**src/rtl/rcpg_pkg.sv**
```systemverilog
// ----------------------------------------------------------------------------
// Rotated chessboard pattern generator package
// Shared widths, fixed-point constants, register indexes and width helpers.
// ----------------------------------------------------------------------------
`default_nettype none

package rcpg_pkg;

  // Port and field widths.
  localparam int IN_W       = 12;
  localparam int DIM_W      = 13;
  localparam int TRIG_W     = 16;
  localparam int CFG_DATA_W = 16;
  localparam int CFG_IDX_W  = 2;
  localparam int PIX_W      = 8;

  // Fixed-point formats.
  localparam int FRAC_W     = 8;          // rotated coordinates are Q.8
  localparam int Q14_TO_Q8  = 6;          // Q.14 product down to Q.8
  localparam int ROUND_Q8   = 32;         // half an LSB of Q.8 in Q.14
  localparam int WEIGHT_ONE = 256;        // 1.0 in Q.8
  localparam int HALF_Q16   = 32768;      // 0.5 in Q.16
  localparam int CELL_SHIFT = 4;          // 16-pixel cells

  // Shade constants.
  localparam int PIX_MAX    = 255;
  localparam int SHADE_MID  = 128;
  localparam int MID_LIMIT  = 1024;       // 4.0 in Q.8

  // Reset values of the configuration registers.
  localparam int FRAME_WIDTH_RST  = 640;
  localparam int FRAME_HEIGHT_RST = 480;
  localparam int COS_RST          = 16384;
  localparam int SIN_RST          = 0;

  // Register stages from input to output register.
  localparam int PIPE_DEPTH = 8;

  typedef enum logic [CFG_IDX_W-1:0] {
    REG_FRAME_WIDTH  = 2'd0,
    REG_FRAME_HEIGHT = 2'd1,
    REG_COS          = 2'd2,
    REG_SIN          = 2'd3
  } cfg_reg_e;

  // Width of the rotated Q.8 coordinates for a given coordinate width.
  function automatic int q8_width(input int coord_bits);
    int xw;
    xw = (coord_bits > IN_W) ? coord_bits : IN_W;
    // offset (xw+1), product (+TRIG_W), sum and rounding (+2), then Q.14 -> Q.8
    return xw + 1 + TRIG_W + 2 - Q14_TO_Q8;
  endfunction

  // Width of a cell shade for a given Q.8 coordinate width.
  function automatic int shade_width(input int q8_w);
    return q8_w - FRAC_W - 2;
  endfunction

endpackage

`default_nettype wire

```
**src/rtl/rcpg_blend.sv**
```systemverilog
// ----------------------------------------------------------------------------
// Blend stages
// Bilinear blend of the four cell shades: horizontal pass, vertical pass,
// then rounding and clamping into the output register.
// ----------------------------------------------------------------------------
`default_nettype none

module rcpg_blend #(
  parameter int SHADE_W = 15
) (
  input  wire logic                        clk_i,
  input  wire logic                        rst_ni,
  input  wire logic                        in_valid_i,
  output logic                             in_ready_o,
  input  wire logic signed [SHADE_W-1:0]   c00_i,
  input  wire logic signed [SHADE_W-1:0]   c01_i,
  input  wire logic signed [SHADE_W-1:0]   c10_i,
  input  wire logic signed [SHADE_W-1:0]   c11_i,
  input  wire logic signed [rcpg_pkg::FRAC_W:0] fx_i,
  input  wire logic signed [rcpg_pkg::FRAC_W:0] fy_i,
  output logic                             out_valid_o,
  input  wire logic                        out_ready_i,
  output logic [rcpg_pkg::PIX_W-1:0]       pixel_value_o
);

  import rcpg_pkg::*;

  localparam int WW  = FRAC_W + 2;
  localparam int AW  = SHADE_W + FRAC_W + 3;
  localparam int TW  = AW + FRAC_W + 3;
  localparam int TTW = TW + 1;
  localparam int Q16 = 2 * FRAC_W;

  logic en_f, en_g, en_h;
  logic v_f_q, v_g_q, v_h_q;

  logic signed [WW-1:0]   wx0, wy0;
  logic signed [AW-1:0]   a0_d, a1_d, a0_q, a1_q;
  logic signed [FRAC_W:0] fy_q;
  logic signed [TW-1:0]   sum_d, sum_q;
  logic signed [TTW-1:0]  tot;
  logic [PIX_W-1:0]       pix_d, pix_q;

  always_comb begin
    en_h = !v_h_q || out_ready_i;
    en_g = !v_g_q || en_h;
    en_f = !v_f_q || en_g;
  end

  assign in_ready_o = en_f;

  always_comb begin
    wx0   = WW'(WEIGHT_ONE) - WW'(fx_i);
    a0_d  = AW'(c00_i) * AW'(wx0) + AW'(c01_i) * AW'(fx_i);
    a1_d  = AW'(c10_i) * AW'(wx0) + AW'(c11_i) * AW'(fx_i);
    wy0   = WW'(WEIGHT_ONE) - WW'(fy_q);
    sum_d = TW'(a0_q) * TW'(wy0) + TW'(a1_q) * TW'(fy_q);
  end

  // Round by one half, then clamp: negative totals give zero.
  always_comb begin
    tot = TTW'(sum_q) + TTW'(HALF_Q16);
    if (tot[TTW-1]) begin
      pix_d = '0;
    end else if (|tot[TTW-2:Q16+PIX_W]) begin
      pix_d = PIX_W'(PIX_MAX);
    end else begin
      pix_d = tot[Q16+PIX_W-1:Q16];
    end
  end

  always_ff @(posedge clk_i or negedge rst_ni) begin
    if (!rst_ni) begin
      v_f_q <= 1'b0;
      v_g_q <= 1'b0;
      v_h_q <= 1'b0;
    end else begin
      if (en_f) v_f_q <= in_valid_i;
      if (en_g) v_g_q <= v_f_q;
      if (en_h) v_h_q <= v_g_q;
    end
  end

  always_ff @(posedge clk_i) begin
    if (en_f) begin
      a0_q <= a0_d;
      a1_q <= a1_d;
      fy_q <= fy_i;
    end
    if (en_g) begin
      sum_q <= sum_d;
    end
    if (en_h) begin
      pix_q <= pix_d;
    end
  end

  assign out_valid_o   = v_h_q;
  assign pixel_value_o = pix_q;

endmodule

`default_nettype wire

```
**config.mk**
```make
export PLATFORM = sky130hd
export DESIGN_NAME = rcpg_blend
export DESIGN_NICKNAME = d
export VERILOG_FILES = /design/src/rtl/rcpg_pkg.sv /design/src/rtl/rcpg_blend.sv
export SDC_FILE = /design/constraint.sdc
export NUM_CORES = 2
export LEC_CHECK = 0
export ABC_AREA = 1
export BUFFER_PORTS_ARGS = -buffer_cell sky130_fd_sc_hd__buf_2
export CAP_MARGIN = 20
export CORE_ASPECT_RATIO = 1.1
export CORE_MARGIN = 5
export CORE_UTILIZATION = 50
export CTS_CLUSTER_SIZE = 10
export DETAILED_ROUTE_END_ITERATION = 6
export GPL_TIMING_DRIVEN = 1
export HOLD_SLACK_MARGIN = 0.08
export PLACE_DENSITY_LB_ADDON = 0.1
export SYNTH_ARGS = -nofsm -noshare
export SYNTH_HDL_FRONTEND = slang
export SYNTH_SLANG_ARGS = --single-unit
```
**constraint.sdc**
```tcl
create_clock -name clk_i -period 18.6 [get_ports clk_i]
set_input_delay 4.65 -clock clk_i [delete_from_list [all_inputs] [get_ports clk_i]]
set_output_delay 4.65 -clock clk_i [all_outputs]
set_load 0.005 [all_outputs]
```
## After elaboration in Yosys (flattened, before gate mapping)

Cells that the tools add are included.

| storage, ports and cells | value |
|---|---|
| output and inout port bits | 10 |
| register bits after elaboration | 109 |
| bits of input ports | 82 |
| word-level logic and storage cells | 28 |

| cells by class | value |
|---|---|
| reductions and logical operators | 7 |
| add/subtract/negate cells | 6 |
| multipliers | 6 |
| multiplexer cells | 1 |

Operators with widths:

| cell | number |
|---|---|
| adder 25 x 24 -> 26 bit | 2 |
| multiplier 15 x 10 -> 25 bit | 2 |
| multiplier 15 x 9 -> 24 bit | 2 |
| adder 37 x 17 -> 38 bit, second input constant | 1 |
| adder 36 x 35 -> 37 bit | 1 |
| multiplier 26 x 10 -> 36 bit | 1 |
| multiplier 26 x 9 -> 35 bit | 1 |
| subtractor 10 x 9 -> 10 bit, first input constant | 2 |
| OR reduction 13 bit | 1 |
| 2-to-1 mux 8 bit | 1 |
| logical NOT 1 bit | 3 |
| logical OR 1 bit | 3 |

## Longest topological paths before layout

| depth | value |
|---|---|
| depth in word-level cells | 4 |
| gate-level depth with buffers | 37 |
| depth with buffers taken out | 34 |

## Worst setup path before layout

No wires, ideal clock.

| timing | value |
|---|---|
| path type | input to register |
| start | in fx_i[0] in the netlist's numbering |
| end | reg a1_q[17], data pin |
| buffers on the path | 3 |
| required time | 18.340 ns |
| setup slack | 7.314 ns |
| arrival time | 11.026 ns |
| stages | 27 |
| setup time | 0.260 ns |
| cells stage by stage | clkbuf_1 -> clkbuf_1 -> inv_1 -> ha_1 -> nand2_1 -> or2_1 -> nand2_1 -> inv_1 -> clkbuf_1 -> nand2_1 -> fa_1 -> fa_1 -> inv_1 -> fa_1 -> inv_1 -> fa_1 -> inv_1 -> fa_1 -> fa_1 -> fa_1 -> ha_1 -> nand2_1 -> nor2_1 -> inv_1 -> o21ai_0 -> a31oi_1 -> xnor2_1 |

| between the ends | value |
|---|---|
| word-level cells in the longest chain between the ends | 3 |
| elaborated cells between the ends (all ways) | 4 |
| classes of those cells | add/sub: 2; mul: 2 |

RTL lines:

| item | RTL line | text |
|---|---|---|
| start: declaration | rcpg_blend.sv:19 | `input wire logic signed [rcpg_pkg::FRAC_W:0] fx_i,` |
| subtractor 10 x 9 -> 10 bit | rcpg_blend.sv:53 | `wx0 = WW'(WEIGHT_ONE) - WW'(fx_i);` |
| multiplier 15 x 10 -> 25 bit | rcpg_blend.sv:55 | `a1_d = AW'(c10_i) * AW'(wx0) + AW'(c11_i) * AW'(fx_i);` |
| adder 25 x 24 -> 26 bit (*) | rcpg_blend.sv:55 |  |
| net a1_d[17] | rcpg_blend.sv:38 | `logic signed [AW-1:0] a0_d, a1_d, a0_q, a1_q;` |
| end signal: assignment | rcpg_blend.sv:87 | `a1_q <= a1_d;` |
| end: declaration | rcpg_blend.sv:38 |  |

The timed path passes the listed nets; every way through them passes the cells marked *.
A chain may end at the register's enable or synchronous reset.

## Final worst setup path

| timing | value |
|---|---|
| start | in fx_i[0] in the netlist's numbering |
| end | reg a0_q[19], data pin |

| between the ends | value |
|---|---|
| word-level cells in the longest chain between the ends | 3 |
| elaborated cells between the ends (all ways) | 4 |
| classes of those cells | add/sub: 2; mul: 2 |

RTL lines:

| item | RTL line | text |
|---|---|---|
| subtractor 10 x 9 -> 10 bit | rcpg_blend.sv:53 |  |
| multiplier 15 x 10 -> 25 bit | rcpg_blend.sv:54 | `a0_d = AW'(c00_i) * AW'(wx0) + AW'(c01_i) * AW'(fx_i);` |
| adder 25 x 24 -> 26 bit (*) | rcpg_blend.sv:54 |  |
| net a0_d[19] | rcpg_blend.sv:38 |  |
| end signal: assignment | rcpg_blend.sv:86 | `a0_q <= a0_d;` |
| end: declaration | rcpg_blend.sv:38 |  |

Marked as above.

==> out/results.tsv <==
metric	value	unit
final critical-path required period	12.33	ns
number of synthesized flops with an enable pin	91	
Net Count, Synth	6322	
delay-heaviest family, CP	adder cells	
leading cell type in the layout, fill and taps excluded	inv_1	
total global-route track usage	26.26	%
CP max stage delay	0.68	ns
Vert. Die Dim	313.8	um
vias in the first global route	34270	
clk slew on worst S/H paths	0.07	ns
Ys Warns	0	
largest area contributor in the netlist	fa_1	
max frequency	81.10	MHz
Layout area overhead	3.810	%
Post-CTS Resized	0	
Post-synth ARST share	3.191	%
max-slew violation count	0	
Synth top area share	50.84	%
CP max FO	62	
#FFs+latches synth	94	
Most used DFF post-synth	edfxtp_1	
Crit path top cell by count	fa_1	
Detailed Routing Iterations Pass 1	6	
root buffer cell	clkbuf_16	
Detail Route Antenna Nets	0	
max_cap viols	0	
setup TNS	0	ns
initial antenna violation count	1	
Final setup viols	0	
outcome	complete, no violations	
mean post-synth cell area	8.550	um2
Nets	6278	
unrepaired setup endpoints after global routing	no	
Final Hold Vio Count	0	
CP bufs+invs	8	
setup bufs post-CTS	0	
Clock Sinks	94	
total die area	89780	um2
gpl congestion	0.9353	
Vias/cell	5.109	
WL per Instance	18.85	um
Post-Syn Instances	4905	
Hold Crit Class	reg -> reg	
number of DRC markers in iteration 0	1525	
clk_skew	0.03252	ns
Max-Slew Margin vs Limit	39.06	%
CP Data Arrival Time	12.46	ns
cts hold-fix bufs	0	
die extent in x	286.1	um
Post-Syn Area	41940	um2
Rows	111	
Final Cycle Share	66.29	%
layout cells sized above 1	4.460	%
Worst Setup Path Type	in -> reg	
gr ovfl total	0	
Port Buffers	91	
worst hold slack	0.4547	ns
CTS buffer count	9	
Crit-path slowest cell	clkinv_1	
Top Ports	92	
DP HPWL	97.06	mm
clk buf depth	2	
# H-tree levels	3	
top post-synthesis cells by area	fa_1 (51%), inv_1 (12%), nand2_1 (9.2%)	
DRC Markers	0	
CTS tree	done	
routed vias	30340	
Inserted Diodes	0	
Worst setup SP type	input pin	
WL final	111.9	mm
largest net degree at the start of global routing	63	
most frequent cells in the layout	inv_1 (1390), fa_1 (1065), nand2_1 (1025)	
worst skew pair latency	0.40	ns
library cells used by synthesis	46	
initial core utilization	50.33	%
Worst setup EP type	register	
Worst-Margin Slew	0.9142	ns
Critical Path RT	18.73	ns
first-pass GRT wire length	184.3	mm
Core ar.	83330	um2
register area share after synthesis	6.695	%
==> worst register-to-register path, delay by kind of cell (launching register included) <==
family	cells	cell delay (ns)
flops	1	0.36
compound gates	5	1.06
buf+inv	8	1.13
simple gates	8	1.53
fa+ha+maj	9	4.03
==> registers in the layout, summed over array words and instances, names as in the netlist <==
name	flops
a0_q	26
sum_q	22
v_f_q	1
out_valid_o	1
v_g_q	1
a1_q	26
pixel_value_o	8
fy_q	9
==> cell usage after synthesis (5+ instances only) <==
cell	count
xor2_1	57
ha_1	270
nand4_1	17
a21o_1	11
nor2_1	414
edfxtp_1	91
inv_1	1390
buf_6	7
inv_2	5
a31oi_1	8
nand3b_1	5
nand3_1	58
o21ai_1	6
nand2_1	1026
buf_2	13
nor3_1	21
nor2_4	21
buf_1	9
a21oi_1	92
o21bai_1	7
o21ai_0	53
or2_2	42
xnor2_1	38
fa_1	1065
clkbuf_1	140
==> final timing paths <==
check	start	endpoint	slack [ns]	depth (start not counted)
setup / recovery	fx_i[0]	a0_q[19]$_DFFE_PP_	6.27	28
setup reg to reg	fy_q[0]$_DFFE_PP_	sum_q[36]$_DFFE_PP_	10.22	30
hold reg to reg	v_g_q$_DFFE_PN0P_	out_valid_o$_DFFE_PN0P_	0.45	2
min in group asynchronous	rst_ni	v_g_q$_DFFE_PN0P_	4.05	1
hold / removal	v_g_q$_DFFE_PN0P_	out_valid_o$_DFFE_PN0P_	0.45	2
max in group asynchronous	rst_ni	v_f_q$_DFFE_PN0P_	14.44	1
==> layout make-up <==
cell class | count | area [um2]
multi-input cells | 3238 | 33160
clock buffers | 10 | 229.0
clock inverters | 6 | 76.32
repair buffers | 119 | 665.6
well taps | 1073 | 1343
flip-flops and latches | 94 | 2808
inverters | 1399 | 5256
fillers | 8125 | 39790
==> per-stage QoR <==
stage                     util, %  cell area [um2]  setup WS, ns  instances
after global routing        52.25            43540         5.819       5939
after CTS                   52.25            43540         6.334       5939
after floorplan                 -            41940         7.314       4905
after global placement      51.88            43230         6.003       5923
final                       52.25            43540         6.269       5939
after detailed placement    51.88            43230         5.935       5923
==> cells by family after synthesis <==
family / count (synthesis) / share of synthesized area, %
compound gates: 188 / 2.449
simple gates: 1620 / 15.69
fa+ha+maj: 1335 / 58.89
xor+xnor: 95 / 1.984
buf+inv: 1573 / 14.29
flops: 94 / 6.695
==> metal layers <==
layer | GRT usage (%) | part of all wire [%] | routed length [um]
met5 | 0 | 0.012 | 13
met4 | 9.190 | 4.1 | 4604
met3 | 2.357 | 4.4 | 4929
met2 | 47.26 | 51 | 57350
met1 | 33.34 | 40 | 45040
Power is not shown: default switching activity piles up to over one toggle a cycle in this logic, so the estimate is an artifact.
