File: src/rtl/rcpg_pkg.sv
// ----------------------------------------------------------------------------
// Rotated chessboard pattern generator package
// Shared widths, fixed-point constants, register indexes and width helpers.
// ----------------------------------------------------------------------------
`default_nettype none

package rcpg_pkg;

  // Port and field widths.
  localparam int IN_W       = 12;
  localparam int DIM_W      = 13;
  localparam int TRIG_W     = 16;
  localparam int CFG_DATA_W = 16;
  localparam int CFG_IDX_W  = 2;
  localparam int PIX_W      = 8;

  // Fixed-point formats.
  localparam int FRAC_W     = 8;          // rotated coordinates are Q.8
  localparam int Q14_TO_Q8  = 6;          // Q.14 product down to Q.8
  localparam int ROUND_Q8   = 32;         // half an LSB of Q.8 in Q.14
  localparam int WEIGHT_ONE = 256;        // 1.0 in Q.8
  localparam int HALF_Q16   = 32768;      // 0.5 in Q.16
  localparam int CELL_SHIFT = 4;          // 16-pixel cells

  // Shade constants.
  localparam int PIX_MAX    = 255;
  localparam int SHADE_MID  = 128;
  localparam int MID_LIMIT  = 1024;       // 4.0 in Q.8

  // Reset values of the configuration registers.
  localparam int FRAME_WIDTH_RST  = 640;
  localparam int FRAME_HEIGHT_RST = 480;
  localparam int COS_RST          = 16384;
  localparam int SIN_RST          = 0;

  // Register stages from input to output register.
  localparam int PIPE_DEPTH = 8;

  typedef enum logic [CFG_IDX_W-1:0] {
    REG_FRAME_WIDTH  = 2'd0,
    REG_FRAME_HEIGHT = 2'd1,
    REG_COS          = 2'd2,
    REG_SIN          = 2'd3
  } cfg_reg_e;

  // Width of the rotated Q.8 coordinates for a given coordinate width.
  function automatic int q8_width(input int coord_bits);
    int xw;
    xw = (coord_bits > IN_W) ? coord_bits : IN_W;
    // offset (xw+1), product (+TRIG_W), sum and rounding (+2), then Q.14 -> Q.8
    return xw + 1 + TRIG_W + 2 - Q14_TO_Q8;
  endfunction

  // Width of a cell shade for a given Q.8 coordinate width.
  function automatic int shade_width(input int q8_w);
    return q8_w - FRAC_W - 2;
  endfunction

endpackage

`default_nettype wire

File: src/rtl/rcpg_rotate.sv
// ----------------------------------------------------------------------------
// Rotation stages
// Offsets the pixel from the frame center, rotates it with the cosine and
// sine registers and rounds the result to signed Q.8, over three stages.
// ----------------------------------------------------------------------------
`default_nettype none

module rcpg_rotate #(
  parameter int COORD_BITS = 12,
  localparam int QW = rcpg_pkg::q8_width(COORD_BITS)
) (
  input  wire logic                              clk_i,
  input  wire logic                              rst_ni,
  input  wire logic                              in_valid_i,
  output logic                                   in_ready_o,
  input  wire logic [COORD_BITS-1:0]             col_i,
  input  wire logic [COORD_BITS-1:0]             row_i,
  input  wire logic [rcpg_pkg::DIM_W-2:0]        half_w_i,
  input  wire logic [rcpg_pkg::DIM_W-2:0]        half_h_i,
  input  wire logic signed [rcpg_pkg::TRIG_W-1:0] cos_i,
  input  wire logic signed [rcpg_pkg::TRIG_W-1:0] sin_i,
  output logic                                   out_valid_o,
  input  wire logic                              out_ready_i,
  output logic signed [QW-1:0]                   x_q8_o,
  output logic signed [QW-1:0]                   y_q8_o
);

  import rcpg_pkg::*;

  localparam int XW = (COORD_BITS > DIM_W - 1) ? COORD_BITS : DIM_W - 1;
  localparam int DW = XW + 1;
  localparam int PW = TRIG_W + DW;
  localparam int RW = PW + 2;

  logic en_a, en_b, en_c;
  logic v_a_q, v_b_q, v_c_q;

  logic signed [DW-1:0] dc_d, dr_d, dc_q, dr_q;
  logic signed [PW-1:0] pcc_d, psr_d, psc_d, pcr_d;
  logic signed [PW-1:0] pcc_q, psr_q, psc_q, pcr_q;
  logic signed [RW-1:0] x_sum, y_sum;
  logic signed [QW-1:0] x_q8_d, y_q8_d, x_q8_q, y_q8_q;

  // A stage takes new data when it is empty or its content moves on.
  always_comb begin
    en_c = !v_c_q || out_ready_i;
    en_b = !v_b_q || en_c;
    en_a = !v_a_q || en_b;
  end

  assign in_ready_o = en_a;

  always_comb begin
    dc_d   = DW'(col_i) - DW'(half_w_i);
    dr_d   = DW'(row_i) - DW'(half_h_i);
    pcc_d  = PW'(cos_i) * PW'(dc_q);
    psr_d  = PW'(sin_i) * PW'(dr_q);
    psc_d  = PW'(sin_i) * PW'(dc_q);
    pcr_d  = PW'(cos_i) * PW'(dr_q);
    x_sum  = RW'(pcc_q) + RW'(psr_q) + RW'(ROUND_Q8);
    y_sum  = RW'(pcr_q) - RW'(psc_q) + RW'(ROUND_Q8);
    x_q8_d = QW'(x_sum >>> Q14_TO_Q8);
    y_q8_d = QW'(y_sum >>> Q14_TO_Q8);
  end

  always_ff @(posedge clk_i or negedge rst_ni) begin
    if (!rst_ni) begin
      v_a_q <= 1'b0;
      v_b_q <= 1'b0;
      v_c_q <= 1'b0;
    end else begin
      if (en_a) v_a_q <= in_valid_i;
      if (en_b) v_b_q <= v_a_q;
      if (en_c) v_c_q <= v_b_q;
    end
  end

  always_ff @(posedge clk_i) begin
    if (en_a) begin
      dc_q <= dc_d;
      dr_q <= dr_d;
    end
    if (en_b) begin
      pcc_q <= pcc_d;
      psr_q <= psr_d;
      psc_q <= psc_d;
      pcr_q <= pcr_d;
    end
    if (en_c) begin
      x_q8_q <= x_q8_d;
      y_q8_q <= y_q8_d;
    end
  end

  assign out_valid_o = v_c_q;
  assign x_q8_o      = x_q8_q;
  assign y_q8_o      = y_q8_q;

endmodule

`default_nettype wire

File: config.mk
export PLATFORM = sky130hd
export DESIGN_NAME = rcpg_rotate
export DESIGN_NICKNAME = d
export VERILOG_FILES = /design/src/rtl/rcpg_pkg.sv /design/src/rtl/rcpg_rotate.sv
export SDC_FILE = /design/constraint.sdc
export NUM_CORES = 2
export LEC_CHECK = 0
export ABC_AREA = 1
export ABC_CLOCK_PERIOD_IN_PS = 4700
export BUFFER_PORTS_ARGS = -buffer_cell sky130_fd_sc_hd__buf_2
export CAP_MARGIN = 20
export CORE_MARGIN = 2
export CORE_UTILIZATION = 30
export DETAILED_ROUTE_END_ITERATION = 8
export GPL_TIMING_DRIVEN = 0
export SLEW_MARGIN = 20
export SYNTH_ARGS = -nofsm -noshare
export SYNTH_HDL_FRONTEND = slang
export SYNTH_SLANG_ARGS = --single-unit
File: constraint.sdc
create_clock -name clk_i -period 4.7 [get_ports clk_i]
set_input_delay 0 -clock clk_i [delete_from_list [all_inputs] [get_ports clk_i]]
set_output_delay 0 -clock clk_i [all_outputs]
set_load 0.05 [all_outputs]
-- Word-level counts from Yosys, hierarchy flattened
Index checks and enable logic that the tools add are counted.
- register bits after elaboration: 195
- input bits: 84
- output and inout port bits: 52
- logic and storage cells: 27
- add/subtract/negate cells: 6
- multiply operators: 4
- reduce and logical (&&, ||, !) cells: 6
- operators by type and width (cell ; count):
    multiplier 16 x 13 -> 29 bit ; 4
    adder 30 x 7 -> 31 bit, second input constant ; 2
    adder 29 x 29 -> 30 bit ; 1
    subtractor 29 x 29 -> 30 bit ; 1
    subtractor 12 x 12 -> 13 bit ; 2
    logical NOT 1 bit ; 3
    logical OR 1 bit ; 3

-- Longest topological paths before layout
- depth after elaboration: 4
- depth in mapped cells: 27
- depth with buffers taken out: 25

-- Worst setup path before layout
OpenSTA, ideal clock, no wires.
- path type: flip-flop to flip-flop
- start point: register dr_q[6]
- end point: register pcr_q[28], data pin
- library setup time: 252 ps
- data arrival time: 4890 ps
- required time: 4448 ps
- slack: -443 ps
- stages on the path, launching flop included: 24
- path buffers: 1
- clock period less this slack: 5143 ps
- cells stage by stage: edfxtp_1 > clkbuf_1 > nand2_1 > fa_1 > inv_1 > fa_1 > inv_1 > fa_1 > inv_1 > fa_1 > inv_1 > fa_1 > inv_1 > ha_1 > ha_1 > inv_1 > nor3_1 > nand2_1 > nor2_1 > nand2_1 > inv_1 > nor2_1 > nand3_1 > nand2_1
- cells in the longest elaborated chain, start to end: 1
- ends and longest elaborated chain (what ; RTL line ; RTL):
    start, declared ; rcpg_rotate.sv:38 ; logic signed [DW-1:0] dc_d, dr_d, dc_q, dr_q;
    start signal, assigned ; rcpg_rotate.sv:81 ; dr_q <= dr_d;
    multiplier 16 x 13 -> 29 bit ; rcpg_rotate.sv:59 ; pcr_d = PW'(cos_i) * PW'(dr_q);
    net pcr_d[28] ; rcpg_rotate.sv:39 ; logic signed [PW-1:0] pcc_d, psr_d, psc_d, pcr_d;
    end signal, assigned ; rcpg_rotate.sv:87 ; pcr_q <= pcr_d;
    end, declared ; rcpg_rotate.sv:40 ; logic signed [PW-1:0] pcc_q, psr_q, psc_q, pcr_q;
The timed path passes the listed nets, and every way through them passes these cells.
A chain may end at the register's enable or synchronous reset.

-- Final worst setup path
- start point: register dc_q[4]
- end point: register pcc_q[15], data pin
- cells in the longest elaborated chain, start to end: 1
- ends and longest elaborated chain (what ; RTL line ; RTL):
    start, declared ; rcpg_rotate.sv:38 ;
    start signal, assigned ; rcpg_rotate.sv:80 ; dc_q <= dc_d;
    multiplier 16 x 13 -> 29 bit ; rcpg_rotate.sv:56 ; pcc_d = PW'(cos_i) * PW'(dc_q);
    net pcc_d[15] ; rcpg_rotate.sv:39 ;
    end signal, assigned ; rcpg_rotate.sv:84 ; pcc_q <= pcc_d;
    end, declared ; rcpg_rotate.sv:40 ;
The timed path passes the listed nets, and every way through them passes these cells.

==> metrics <==
fillers roughly 15,000; via/cell ratio ~4.7; flip-flop and latch area roughly 5800 µm²; die area 151,000 µm²; post-synthesis sequential area ratio between 10% and 20%; Final Max Tran Viols 0; # rows 140; Final Instance Area 55,700 µm²; initial DRC count between 2,000 and 3,000; Fin. Hold Viols 0; gr usage total 19.9%; multi-input logic area approximately 36,000 µm²; Die Width between 300 and 400 µm; fin crit share 116%; violations in the final reports setup timing; Hold Crit Class in2reg; CTS tree done; Ports approximately 140; clk sink count ~200; TritonCTS Buffers 17; Placed Area approximately 48,000 µm²; first-pass GRT wire length 226,000 µm; Top delay family on crit path adder cells; drt pass-1 iters 6; Placeable Area 146,000 µm²; Tightest Pin Transition about 980 ps; GR Overflow Total 0; Hold Crit Depth 4; Rel. slew slack between 30% and 40%; final WL approximately 150,000 µm; clock root buffer clkbuf_16; Peak Freq 184 MHz; Die Height approximately 390 µm; H-tree Lvls 4; syn nets around 6,900; Worst path slowest cell fa_1; wire per inst ~19 µm; Synth Instances 5,594; distinct cell type count after synthesis 43; CP peak stage delay approximately 560 ps; RSZ-0062 raised after global routing true; largest net degree at the start of global routing 60; worst clock skew 32.2 ps; detailed placement HPWL ~120,000 µm; ys async rst share under 10%; worst setup margin -742 ps; IO buf count between 100 and 150; max-capacitance violation count 0; crit path cell chain buf_4, buf_6, buf_8, nand2_1, fa_1, inv_1, fa_1, fa_1, fa_1, fa_1, fa_2, ha_4, a21oi_4, inv_2, nor2_4, o21ai_4, buf_4, a21oi_2, xnor2_1; Mean Syn Cell Area roughly 7.9 µm²; vias in the first global route 38,600; initial antenna violation count 15; CP Class reg2reg; DRC errors left 0; Worst EP required ~5000 ps; CP Launch Type register; Warnings, synthesis 0; cell repeated most along the worst path fa_1; register bit count reported by yosys between 150 and 200; Setup violations, final 84; status complete, but fails checks; crit-path max FO 10; cell area after synthesis around 44,000 µm²; Clock Path Buffers 2; share of cells above drive strength 1 between 10% and 20%; number of synthesized flops with an enable pin roughly 190; GP Congestion roughly 0.96; Clk Latency, worst-skew pair between 500 and 600 ps; Period minus WS final ~5400 ps; most common flop cell mapped by yosys edfxtp_1; Initial Utilization 30.3%; Crit path depth 19; nets@finish ~7,300; clock transition at the registers of the reported paths approximately 90 ps; Crit. End Element register; CP Buf/Inv Count 6; DR vias about 37,000; layout overhead on the synthesized area 25.7%; worst reg2reg path depth 19; Worst EP arrival 5750 ps; Antenna Violating Nets Remaining 0
area by class of cell:
| class | instances | share of cell area (%) |
|---|---|---|
| antenna | 6 | 0.0270 |
| clock buffer | 18 | 0.771 |
| buffer | 170 | 2.83 |
| sequential | 195 | 10.5 |
| tap | 1917 | 4.31 |
| clock inverter | 14 | 0.249 |
| inverter | 1523 | 10.4 |
| timing repair buffer | 377 | 5.94 |
| multi-input combinational | 3704 | 65.0 |
Yosys cell counts (5+ instances only):
library cell | count | area share [%]
nand2_1 | 1532 | 13
nor2_2 | 13 | 0.18
nand3b_1 | 5 | 0.085
a21oi_1 | 174 | 2.0
o211ai_1 | 5 | 0.085
a31oi_1 | 5 | 0.071
and2_1 | 10 | 0.14
nand2_2 | 20 | 0.28
inv_1 | 1520 | 13
nand4_1 | 46 | 0.65
nand3_2 | 6 | 0.14
ha_1 | 428 | 12
o21bai_1 | 18 | 0.31
xnor2_1 | 32 | 0.63
nor2_1 | 238 | 2.0
o21ai_0 | 87 | 0.98
clkbuf_1 | 169 | 1.4
fa_1 | 782 | 35
xor2_1 | 90 | 1.8
nor3_1 | 15 | 0.17
nand3_1 | 159 | 1.8
edfxtp_1 | 192 | 13
state kept, by name, summed over array words and instances, names as in the netlist:
| register | cells |
|---|---|
| psr_q | 29 |
| out_valid_o | 1 |
| v_b_q | 1 |
| psc_q | 29 |
| pcc_q | 29 |
| x_q8_o | 25 |
| v_a_q | 1 |
| dr_q | 13 |
| y_q8_o | 25 |
| pcr_q | 29 |
| dc_q | 13 |
cells in the final DEF (no fill, tap or decap), types with 27 or more instances in the layout:
master and count:
a21oi_2 44, nand3_1 128, nand2_4 56, nor2_1 172, clkbuf_1 94, a21oi_4 29
xnor2_1 27, ha_4 138, nor2_2 40, fa_2 49, fa_1 733, buf_4 146
nand3_2 27, clkbuf_16 45, edfxtp_1 192, buf_6 59, o21ai_0 56, nor2_4 40
buf_12 30, ha_1 289, inv_2 99, nand4_1 46, a21oi_1 104, dlygate4sd3_1 41
nand2_1 1350, nand2_2 144, xor2_1 69, buf_2 105, inv_1 1413
worst reg2reg max path: stages (launching register included):
cell and delay [ps]:
edfxtp_1 350, buf_4 190, buf_6 160, buf_8 140
nand2_1 90, fa_1 560, inv_1 50, fa_1 490
fa_1 530, fa_1 560, fa_1 430, fa_2 560
ha_4 230, a21oi_4 180, inv_2 60, nor2_4 170
o21ai_4 100, buf_4 140, a21oi_2 120, xnor2_1 90
per-layer routing:
layer	GRT usage (%)	up-vias	routed length, µm
li1	-	17200	-
met1	26.6	18700	62400
met2	31.5	1261	68000
met3	4.26	226	13200
met4	7.06	12	5360
met5	0	-	124
metrics by stage:
stage               hold WS, ps  util [%]  std cells  worst slack, ps  TNS [ps]
floorplan                  -296         -       5594             -207     -7680
global placement           -202      33.0       7614            -1950   -315110
detailed placement         -198      33.0       7618            -1770   -104700
CTS                       0.367      36.7       7864             -712    -40880
global route               74.9      38.1       7922             -872    -56590
finish                     50.0      38.1       7924             -742    -46170
repair_timing:
action,CTS,global route
hold endpoints to repair,29,0
setup endpoints to repair,92,91
buffers inserted,173,62
resized for setup,618,435
gates cloned,1,1
hold buffers,41,0
pin swaps,194,269
cell families after synthesis:
family,Yosys count,synth area share [%]
AOI/OAI and AO/OA,310,3.80
xor gates and xnor gates,122,2.41
adders and majority gates,1210,47.4
buffers and inverters,1695,14.4
DFF,195,13.2
and+or+nand+nor,2062,18.8
final timing paths:
kind                              from           to  slack, ps
min reg2reg                      v_b_q  out_valid_o        460
max                            dc_q[4]    pcc_q[15]       -740
min                        half_h_i[4]      dr_q[4]         50
min in group asynchronous       rst_ni  out_valid_o        310
max reg2reg                    dc_q[4]    pcc_q[15]       -740
max in group asynchronous       rst_ni        v_a_q       4240
Power is left out: the tool's default activity adds up to more than one toggle a clock period on the data nets, which glitch-free logic cannot reach.
