[config.mk]
export PLATFORM = sky130hd
export DESIGN_NAME = rcpg_cell
export DESIGN_NICKNAME = d
export VERILOG_FILES = /design/src/rtl/rcpg_pkg.sv /design/src/rtl/rcpg_cell.sv
export SDC_FILE = /design/constraint.sdc
export NUM_CORES = 1
export LEC_CHECK = 0
export ABC_AREA = 1
export BUFFER_PORTS_ARGS = -buffer_cell sky130_fd_sc_hd__buf_2
export CORE_UTILIZATION = 49
export DETAILED_ROUTE_END_ITERATION = 10
export PLACE_DENSITY_LB_ADDON = 0.12
export SLEW_MARGIN = 10
export SYNTH_ARGS = -nofsm -noshare
export SYNTH_HDL_FRONTEND = slang
export SYNTH_SLANG_ARGS = --single-unit
[constraint.sdc]
create_clock -name clk_i -period 3.1 [get_ports clk_i]
set_clock_uncertainty 0.1 [all_clocks]
set_input_delay 0.93 -clock clk_i [delete_from_list [all_inputs] [get_ports clk_i]]
set_output_delay 0.93 -clock clk_i [all_outputs]
set_load 0.02 [all_outputs]
[src/rtl/rcpg_pkg.sv]
// ----------------------------------------------------------------------------
// Rotated chessboard pattern generator package
// Shared widths, fixed-point constants, register indexes and width helpers.
// ----------------------------------------------------------------------------
`default_nettype none

package rcpg_pkg;

  // Port and field widths.
  localparam int IN_W       = 12;
  localparam int DIM_W      = 13;
  localparam int TRIG_W     = 16;
  localparam int CFG_DATA_W = 16;
  localparam int CFG_IDX_W  = 2;
  localparam int PIX_W      = 8;

  // Fixed-point formats.
  localparam int FRAC_W     = 8;          // rotated coordinates are Q.8
  localparam int Q14_TO_Q8  = 6;          // Q.14 product down to Q.8
  localparam int ROUND_Q8   = 32;         // half an LSB of Q.8 in Q.14
  localparam int WEIGHT_ONE = 256;        // 1.0 in Q.8
  localparam int HALF_Q16   = 32768;      // 0.5 in Q.16
  localparam int CELL_SHIFT = 4;          // 16-pixel cells

  // Shade constants.
  localparam int PIX_MAX    = 255;
  localparam int SHADE_MID  = 128;
  localparam int MID_LIMIT  = 1024;       // 4.0 in Q.8

  // Reset values of the configuration registers.
  localparam int FRAME_WIDTH_RST  = 640;
  localparam int FRAME_HEIGHT_RST = 480;
  localparam int COS_RST          = 16384;
  localparam int SIN_RST          = 0;

  // Register stages from input to output register.
  localparam int PIPE_DEPTH = 8;

  typedef enum logic [CFG_IDX_W-1:0] {
    REG_FRAME_WIDTH  = 2'd0,
    REG_FRAME_HEIGHT = 2'd1,
    REG_COS          = 2'd2,
    REG_SIN          = 2'd3
  } cfg_reg_e;

  // Width of the rotated Q.8 coordinates for a given coordinate width.
  function automatic int q8_width(input int coord_bits);
    int xw;
    xw = (coord_bits > IN_W) ? coord_bits : IN_W;
    // offset (xw+1), product (+TRIG_W), sum and rounding (+2), then Q.14 -> Q.8
    return xw + 1 + TRIG_W + 2 - Q14_TO_Q8;
  endfunction

  // Width of a cell shade for a given Q.8 coordinate width.
  function automatic int shade_width(input int q8_w);
    return q8_w - FRAC_W - 2;
  endfunction

endpackage

`default_nettype wire

[src/rtl/rcpg_cell.sv]
// ----------------------------------------------------------------------------
// Cell stages
// Splits the rotated coordinates into integer and fraction, picks the cell
// shades and selects the shade of each of the four neighboring cells.
// ----------------------------------------------------------------------------
`default_nettype none

module rcpg_cell #(
  parameter int Q8_W = 25,
  localparam int SW = rcpg_pkg::shade_width(Q8_W)
) (
  input  wire logic                            clk_i,
  input  wire logic                            rst_ni,
  input  wire logic                            in_valid_i,
  output logic                                 in_ready_o,
  input  wire logic signed [Q8_W-1:0]          x_q8_i,
  input  wire logic signed [Q8_W-1:0]          y_q8_i,
  output logic                                 out_valid_o,
  input  wire logic                            out_ready_i,
  output logic signed [SW-1:0]                 c00_o,
  output logic signed [SW-1:0]                 c01_o,
  output logic signed [SW-1:0]                 c10_o,
  output logic signed [SW-1:0]                 c11_o,
  output logic signed [rcpg_pkg::FRAC_W:0]     fx_o,
  output logic signed [rcpg_pkg::FRAC_W:0]     fy_o
);

  import rcpg_pkg::*;

  localparam int IW = Q8_W - FRAC_W;
  localparam int CW = IW - CELL_SHIFT;
  localparam logic signed [Q8_W-1:0] MidHi = Q8_W'(MID_LIMIT);
  localparam logic signed [Q8_W-1:0] MidLo = Q8_W'(-MID_LIMIT);

  logic en_d, en_e;
  logic v_d_q, v_e_q;

  logic                  x_adj, y_adj;
  logic signed [IW-1:0]  ix_d, iy_d, ix_q, iy_q;
  logic signed [FRAC_W:0] fx_d, fy_d, fx_d_q, fy_d_q, fx_q, fy_q;
  logic                  mid_d, mid_q;

  logic signed [CW-1:0]  qi, qj;
  logic signed [SW-1:0]  black, white;
  logic                  pi0, pi1, pj0, pj1;
  logic signed [SW-1:0]  c00_d, c01_d, c10_d, c11_d;
  logic signed [SW-1:0]  c00_q, c01_q, c10_q, c11_q;

  always_comb begin
    en_e = !v_e_q || out_ready_i;
    en_d = !v_d_q || en_e;
  end

  assign in_ready_o = en_d;

  // Integer parts truncate toward zero, so a negative value with a nonzero
  // fraction rounds up by one and leaves a negative fraction behind.
  always_comb begin
    x_adj = x_q8_i[Q8_W-1] && (x_q8_i[FRAC_W-1:0] != '0);
    y_adj = y_q8_i[Q8_W-1] && (y_q8_i[FRAC_W-1:0] != '0);
    ix_d  = IW'(x_q8_i >>> FRAC_W) + IW'(x_adj);
    iy_d  = IW'(y_q8_i >>> FRAC_W) + IW'(y_adj);
    fx_d  = {x_adj, x_q8_i[FRAC_W-1:0]};
    fy_d  = {y_adj, y_q8_i[FRAC_W-1:0]};
    mid_d = (x_q8_i > MidLo) && (x_q8_i < MidHi) &&
            (y_q8_i > MidLo) && (y_q8_i < MidHi);
  end

  always_comb begin
    qi    = CW'(ix_q >>> CELL_SHIFT) +
            CW'(ix_q[IW-1] && (ix_q[CELL_SHIFT-1:0] != '0));
    qj    = CW'(iy_q >>> CELL_SHIFT) +
            CW'(iy_q[IW-1] && (iy_q[CELL_SHIFT-1:0] != '0));
    black = mid_q ? SW'(SHADE_MID) : SW'(qi);
    white = mid_q ? SW'(SHADE_MID) : SW'(PIX_MAX) - SW'(qj);
    // Cell parity of i+1 flips when the low cell bits of i are all ones.
    pi0   = ix_q[CELL_SHIFT];
    pi1   = ix_q[CELL_SHIFT] ^ (&ix_q[CELL_SHIFT-1:0]);
    pj0   = iy_q[CELL_SHIFT];
    pj1   = iy_q[CELL_SHIFT] ^ (&iy_q[CELL_SHIFT-1:0]);
    c00_d = (pi0 ^ pj0) ? white : black;
    c01_d = (pi1 ^ pj0) ? white : black;
    c10_d = (pi0 ^ pj1) ? white : black;
    c11_d = (pi1 ^ pj1) ? white : black;
  end

  always_ff @(posedge clk_i or negedge rst_ni) begin
    if (!rst_ni) begin
      v_d_q <= 1'b0;
      v_e_q <= 1'b0;
    end else begin
      if (en_d) v_d_q <= in_valid_i;
      if (en_e) v_e_q <= v_d_q;
    end
  end

  always_ff @(posedge clk_i) begin
    if (en_d) begin
      ix_q   <= ix_d;
      iy_q   <= iy_d;
      fx_d_q <= fx_d;
      fy_d_q <= fy_d;
      mid_q  <= mid_d;
    end
    if (en_e) begin
      c00_q <= c00_d;
      c01_q <= c01_d;
      c10_q <= c10_d;
      c11_q <= c11_d;
      fx_q  <= fx_d_q;
      fy_q  <= fy_d_q;
    end
  end

  assign out_valid_o = v_e_q;
  assign c00_o       = c00_q;
  assign c01_o       = c01_q;
  assign c10_o       = c10_q;
  assign c11_o       = c11_q;
  assign fx_o        = fx_q;
  assign fy_o        = fy_q;

endmodule

`default_nettype wire

# Word level (Yosys, flattened, before mapping)
# Cells that the tools add are included.
# word_totals
reg_bits	133
inputBits	54
word_cells	51
# classes
addsub	5
n_lt_le_gt_ge	4
n_mux	6
bitwise_logic	6
reduce_logical	17
# ops
cell	count
$mux W15	6
$gt A25 B11 Y1 const B	2
$lt A25 B12 Y1 const B	2
$add A17 B1 Y17	2
$add A13 B1 Y13	2
$reduce_bool A8 Y1	2
$sub A9 B13 Y14 const A	1
$reduce_and A4 Y1	2
$reduce_bool A4 Y1	2
$logic_and A1 B1 Y1	7
$xor A1 B1 Y1	6
$logic_not A1 Y1	2
$logic_or A1 B1 Y1	2

# Logic depth before layout (Yosys ltp)
# logic_depth
ltp_word	6
depth_mapped	15
mapped_depth_nobuf	15

# Worst setup path before layout
# No wires, ideal clock.
# synth_path
path_type	input port to output port
startpoint	input out_ready_i
endpoint	output in_ready_o
t_arrival_ns	2.337
path_slack_ns	-0.267
cell_stages	2
path_buffers	0
cell_sequence	inv_1 nand3_1
# synth_via
elab_chain_cells	2
# synth_lines
element	line	rtl
start, declared	rcpg_cell.sv:19	input wire logic out_ready_i,
$logic_or A1 B1 Y1	rcpg_cell.sv:50	en_e = !v_e_q || out_ready_i;
$logic_or A1 B1 Y1	rcpg_cell.sv:51	en_d = !v_d_q || en_e;
end, declared	rcpg_cell.sv:15	output logic in_ready_o,
# Every way passes these cells.

# Final worst setup path
# layout_path
startpoint	register iy_q[1]
endpoint	register c10_q[12], in the netlist c10_o[12], data pin
# layout_via
elab_chain_cells	6
word_cells_on_any_way	9
classes_between	add/sub: 2; mux: 2; bitwise: 2; reduce/logical: 3
# layout_lines
element	line	rtl
start, declared	rcpg_cell.sv:39	logic signed [IW-1:0] ix_d, iy_d, ix_q, iy_q;
start signal, assigned	rcpg_cell.sv:100	iy_q <= iy_d;
$reduce_bool A4 Y1	rcpg_cell.sv:73	CW'(iy_q[IW-1] && (iy_q[CELL_SHIFT-1:0] != '0));
$logic_and A1 B1 Y1	rcpg_cell.sv:73	
$add A13 B1 Y13	rcpg_cell.sv:72	qj = CW'(iy_q >>> CELL_SHIFT) +
$sub A9 B13 Y14	rcpg_cell.sv:75	white = mid_q ? SW'(SHADE_MID) : SW'(PIX_MAX) - SW'(qj);
$mux W15	rcpg_cell.sv:75	
$mux W15 (*)	rcpg_cell.sv:83	c10_d = (pi0 ^ pj1) ? white : black;
net c10_d[12]	rcpg_cell.sv:46	logic signed [SW-1:0] c00_d, c01_d, c10_d, c11_d;
end signal, assigned	rcpg_cell.sv:108	c10_q <= c10_d;
end, declared	rcpg_cell.sv:47	logic signed [SW-1:0] c00_q, c01_q, c10_q, c11_q;
# The timed path passes the listed nets; every way through them passes the cells marked *.
# A chain may end at the register's enable or synchronous reset.

==> results by group <==
Global route
  • Routing usage on met2: 35.6%
  • Tot GR Track Use: 22.2%
  • Met1 global-route usage: 28.2%
  • Grt met3 use: between 5 and 6%
  • Vias in the first global route: 4436
  • Global route hottest layer: met2
  • Largest net degree at the start of global routing: 55
  • Antenna violations before repair: 0
  • First-pass GRT wire length: 21600 µm
  • Global route overflow: 0

Clock network
  • Clk buf depth: 2
  • CTS tree: done
  • Worst-Skew Late Latency: 0.42 ns
  • Cts hold-fix bufs: 0
  • PostCTS Resize Cnt: 0
  • CTS Root Cell: clkbuf_16
  • Total clock sinks: 129
  • Max H-tree Level: 4
  • Post-CTS Setup Inserts: 0
  • Clock transition at path regs: 0.05 ns
  • Total CTS buffers: 17

Die
  • CORE AREA: about 12000 µm²
  • Die X: 114 µm
  • Starting Density: 50.9%
  • Row Count: 40
  • Die ar.: roughly 13000 µm²
  • Chip height: 114 µm
  • I/O pins: 134

Critical path
  • R2R Path Start: iy_q[1]$_DFFE_PP_
  • Worst R2R End: c10_o[12]$_DFFE_PP_
  • Startpoint types: flip-flop
  • Cell count of the worst reg-to-reg path: 15
  • Setup CP Type: reg -> reg
  • Crit. Startpoint: iy_q[1]$_DFFE_PP_
  • Worst-path maximum fanout: 5
  • CP endpoint kind: flip-flop
  • Req. time, crit path: 3.17 ns
  • Worst path slowest cell: edfxtp_1
  • Crit-path cells: nor4_1 > nor2_1 > ha_1 > ha_1 > nand2_1 > nor2_1 > nand2_1 > nand2_1 > nand2_1 > ha_1 > nand2_1 > nor2_1 > nand2_2 > nand3_1 > nand2_1
  • Worst path arrival time: 2.81 ns
  • Worst path most repeated cell: nand2_1
  • Max incr delay on CP: 0.38 ns
  • R2r setup slk: 0.35 ns

STA
  • Crit share post-route: 88.6%
  • Fin worst setup slack: 0.355 ns
  • Max Slew Vio Count: 0
  • Slew margin rel.: 53.8%
  • Slew @ Worst Pin: 0.693 ns
  • Final min period: 2.75 ns
  • RSZ-0062 raised after global routing: false
  • Fmax: 0.364 GHz
  • Final Hold Fails: 0
  • Final setup violation count: 0

Route
  • Drt drc: 0
  • Routed Wire Length: 13500 µm
  • Via density: between 5 and 6
  • Average wire per standard cell: 14.8 µm
  • Vias: ~4700
  • Drt pass-1 iters: 5
  • Antenna Nets Post-Route: 0
  • Starting DRT DRC Count: 376

Logic synthesis
  • #FFs+latches synth: 129
  • Syn nets: ~650
  • Yosys warnings: 0
  • Sequential fraction of the synthesis area: 62.5%
  • Mapped Avg Cell Area: 10.5 µm²
  • Cells after Synth: 589
  • Netlist cell types: 34
  • Post-Syn Area: just over 6000 µm²

Run status
  • Status: finished clean

Finish
  • Fillers: 1015
  • Final cell count without fillers: 912
  • Final Core Density: a little over three fifths
  • Share of layout cells above drive strength 1: 25.8%
  • Nets: 794
  • Antenna cells: 0
  • Area grow syn2layout: 23.3%

Pwr
  • Power per cell area: 672 nW/µm²
  • Lkg Pwr: 0.00334 µW
  • PnR Total Power: 5130 µW
  • VDD IR max: 391 µV

Placed design
  • Hpwl dp: ~10000 µm
  • Cells after DPL: 880
  • PortBufs: 133
  • Final Wtd Congestion: 0.851
  • Worst slack, placed: 0.140 ns

Worst hold path
  • Worst Hold Class: in -> async

Run
  • Max-cap viol count: 0
-- placed cells by master (no fill, tap or decap), types with 3 or more instances in the layout --
| master | synthesis | routed |
|---|---|---|
| nand3_1 | 40 | 39 |
| nor3_1 | 10 | 10 |
| o21ai_1 | 6 | 6 |
| clkbuf_1 | 6 | 3 |
| ha_1 | 9 | 9 |
| nand2_2 | 4 | 4 |
| nand4_1 | 24 | 24 |
| xor2_1 | 18 | 18 |
| nand2_1 | 136 | 135 |
| buf_2 | 5 | 133 |
| a21oi_1 | 10 | 10 |
| buf_4 | 4 | 5 |
| inv_2 | 4 | 4 |
| clkinv_2 | 0 | 4 |
| nor2_1 | 40 | 40 |
| bufinv_16 | 0 | 3 |
| mux2i_1 | 4 | 4 |
| nor4_1 | 12 | 12 |
| edfxtp_1 | 127 | 127 |
| xnor2_1 | 11 | 11 |
| o21ai_0 | 41 | 41 |
| nor2_2 | 6 | 6 |
| nand3_2 | 2 | 3 |
| inv_1 | 55 | 55 |
| clkbuf_16 | 0 | 17 |
-- cell type report --
type / instances / area, µm² / area share [%]
sequential: 129 / 3860 / 50.7
clock inverter: 12 / 141 / 1.85
timing repair buffer: 139 / 723 / 9.48
clock buffer: 20 / 437 / 5.73
inverter: 59 / 221 / 2.90
tap: 168 / 210 / 2.76
multi-input combinational: 385 / 2030 / 26.6
-- cell families (layout without fill, tap and decap cells) --
kind of cell	count (synthesis)	count (layout)	synth area share (%)
DFF	129	129	62.5
buffers and inverters	75	230	4.90
muxes	4	4	0.647
adders and majority gates	9	9	1.82
xor gates and xnor gates	29	29	4.11
and+or+nand+nor	284	284	21.2
AOI/OAI and AO/OA	59	59	4.88
-- registers in the layout (all words and copies together) (netlist names), 14 cells and up --
| name | flops |
|---|---|
| ix_q | 17 |
| c00_o | 14 |
| c01_o | 14 |
| iy_q | 17 |
| c10_o | 14 |
| c11_o | 14 |
-- power breakdown --
| group | internal [µW] | leakage [µW] | switching (µW) |
|---|---|---|---|
| combinational | 269 | 0.00174 | 634 |
| sequential | 2200 | 0.00132 | 78.5 |
| clock | 1250 | 0.000279 | 692 |
| total | 3720 | 0.00334 | 1400 |
-- critical path, delay by kind of cell (launching register included) --
kind | cells | cell delay [ns]
and+or+nand+nor | 12 | 1.42
adders and majority gates | 3 | 0.60
DFF | 1 | 0.38
-- layer usage --
layer  wire length [µm]  up-vias  share of wire [%]
li1                   -     2337                  -
met3                886       21                6.5
met4                292        0                2.2
met5                  0        -                  0
met1               5860     2131                 43
met2               6490      189                 48
-- how the worst max path moves through the flow --
stage	end	slack [ns]
global placement	iy_q[16]$_DFFE_PP_	0.17
floorplan	c00_o[0]$_DFFE_PP_	-0.008
CTS	c10_o[12]$_DFFE_PP_	0.35
finish	c10_o[12]$_DFFE_PP_	0.35
detailed placement	ix_q[14]$_DFFE_PP_	0.14
global route	c10_o[12]$_DFFE_PP_	0.1
-- metrics by stage --
step           area [µm²]  TNS (ns)  hold WS, ns
6_report             7630         0        0.185
5_1_grt              7630         0        0.174
4_1_cts              7630         0        0.169
3_5_place_dp         7050         0        0.305
3_3_place_gp         7050         0        0.302
2_1_floorplan        6190    -0.625        0.300
-- Yosys cell counts (all sizes together) --
library cell	instances	area, µm²
a21oi	10	50.1
and2	1	6.26
buf	10	58.8
clkbuf	6	22.5
dfrtp	2	50.1
edfxtp	127	3810
ha	9	113
inv	59	221
mux2i	4	40.0
nand2	141	547
nand3	42	220
nand3b	2	15.0
nand4	25	163
nor2	47	199
nor3	11	60.1
nor4	13	87.6
o211ai	1	7.51
o21ai	48	244
or2	2	12.5
xnor2	11	96.3
xor2	18	158
Note: power is estimated with default switching activity, not from simulation.
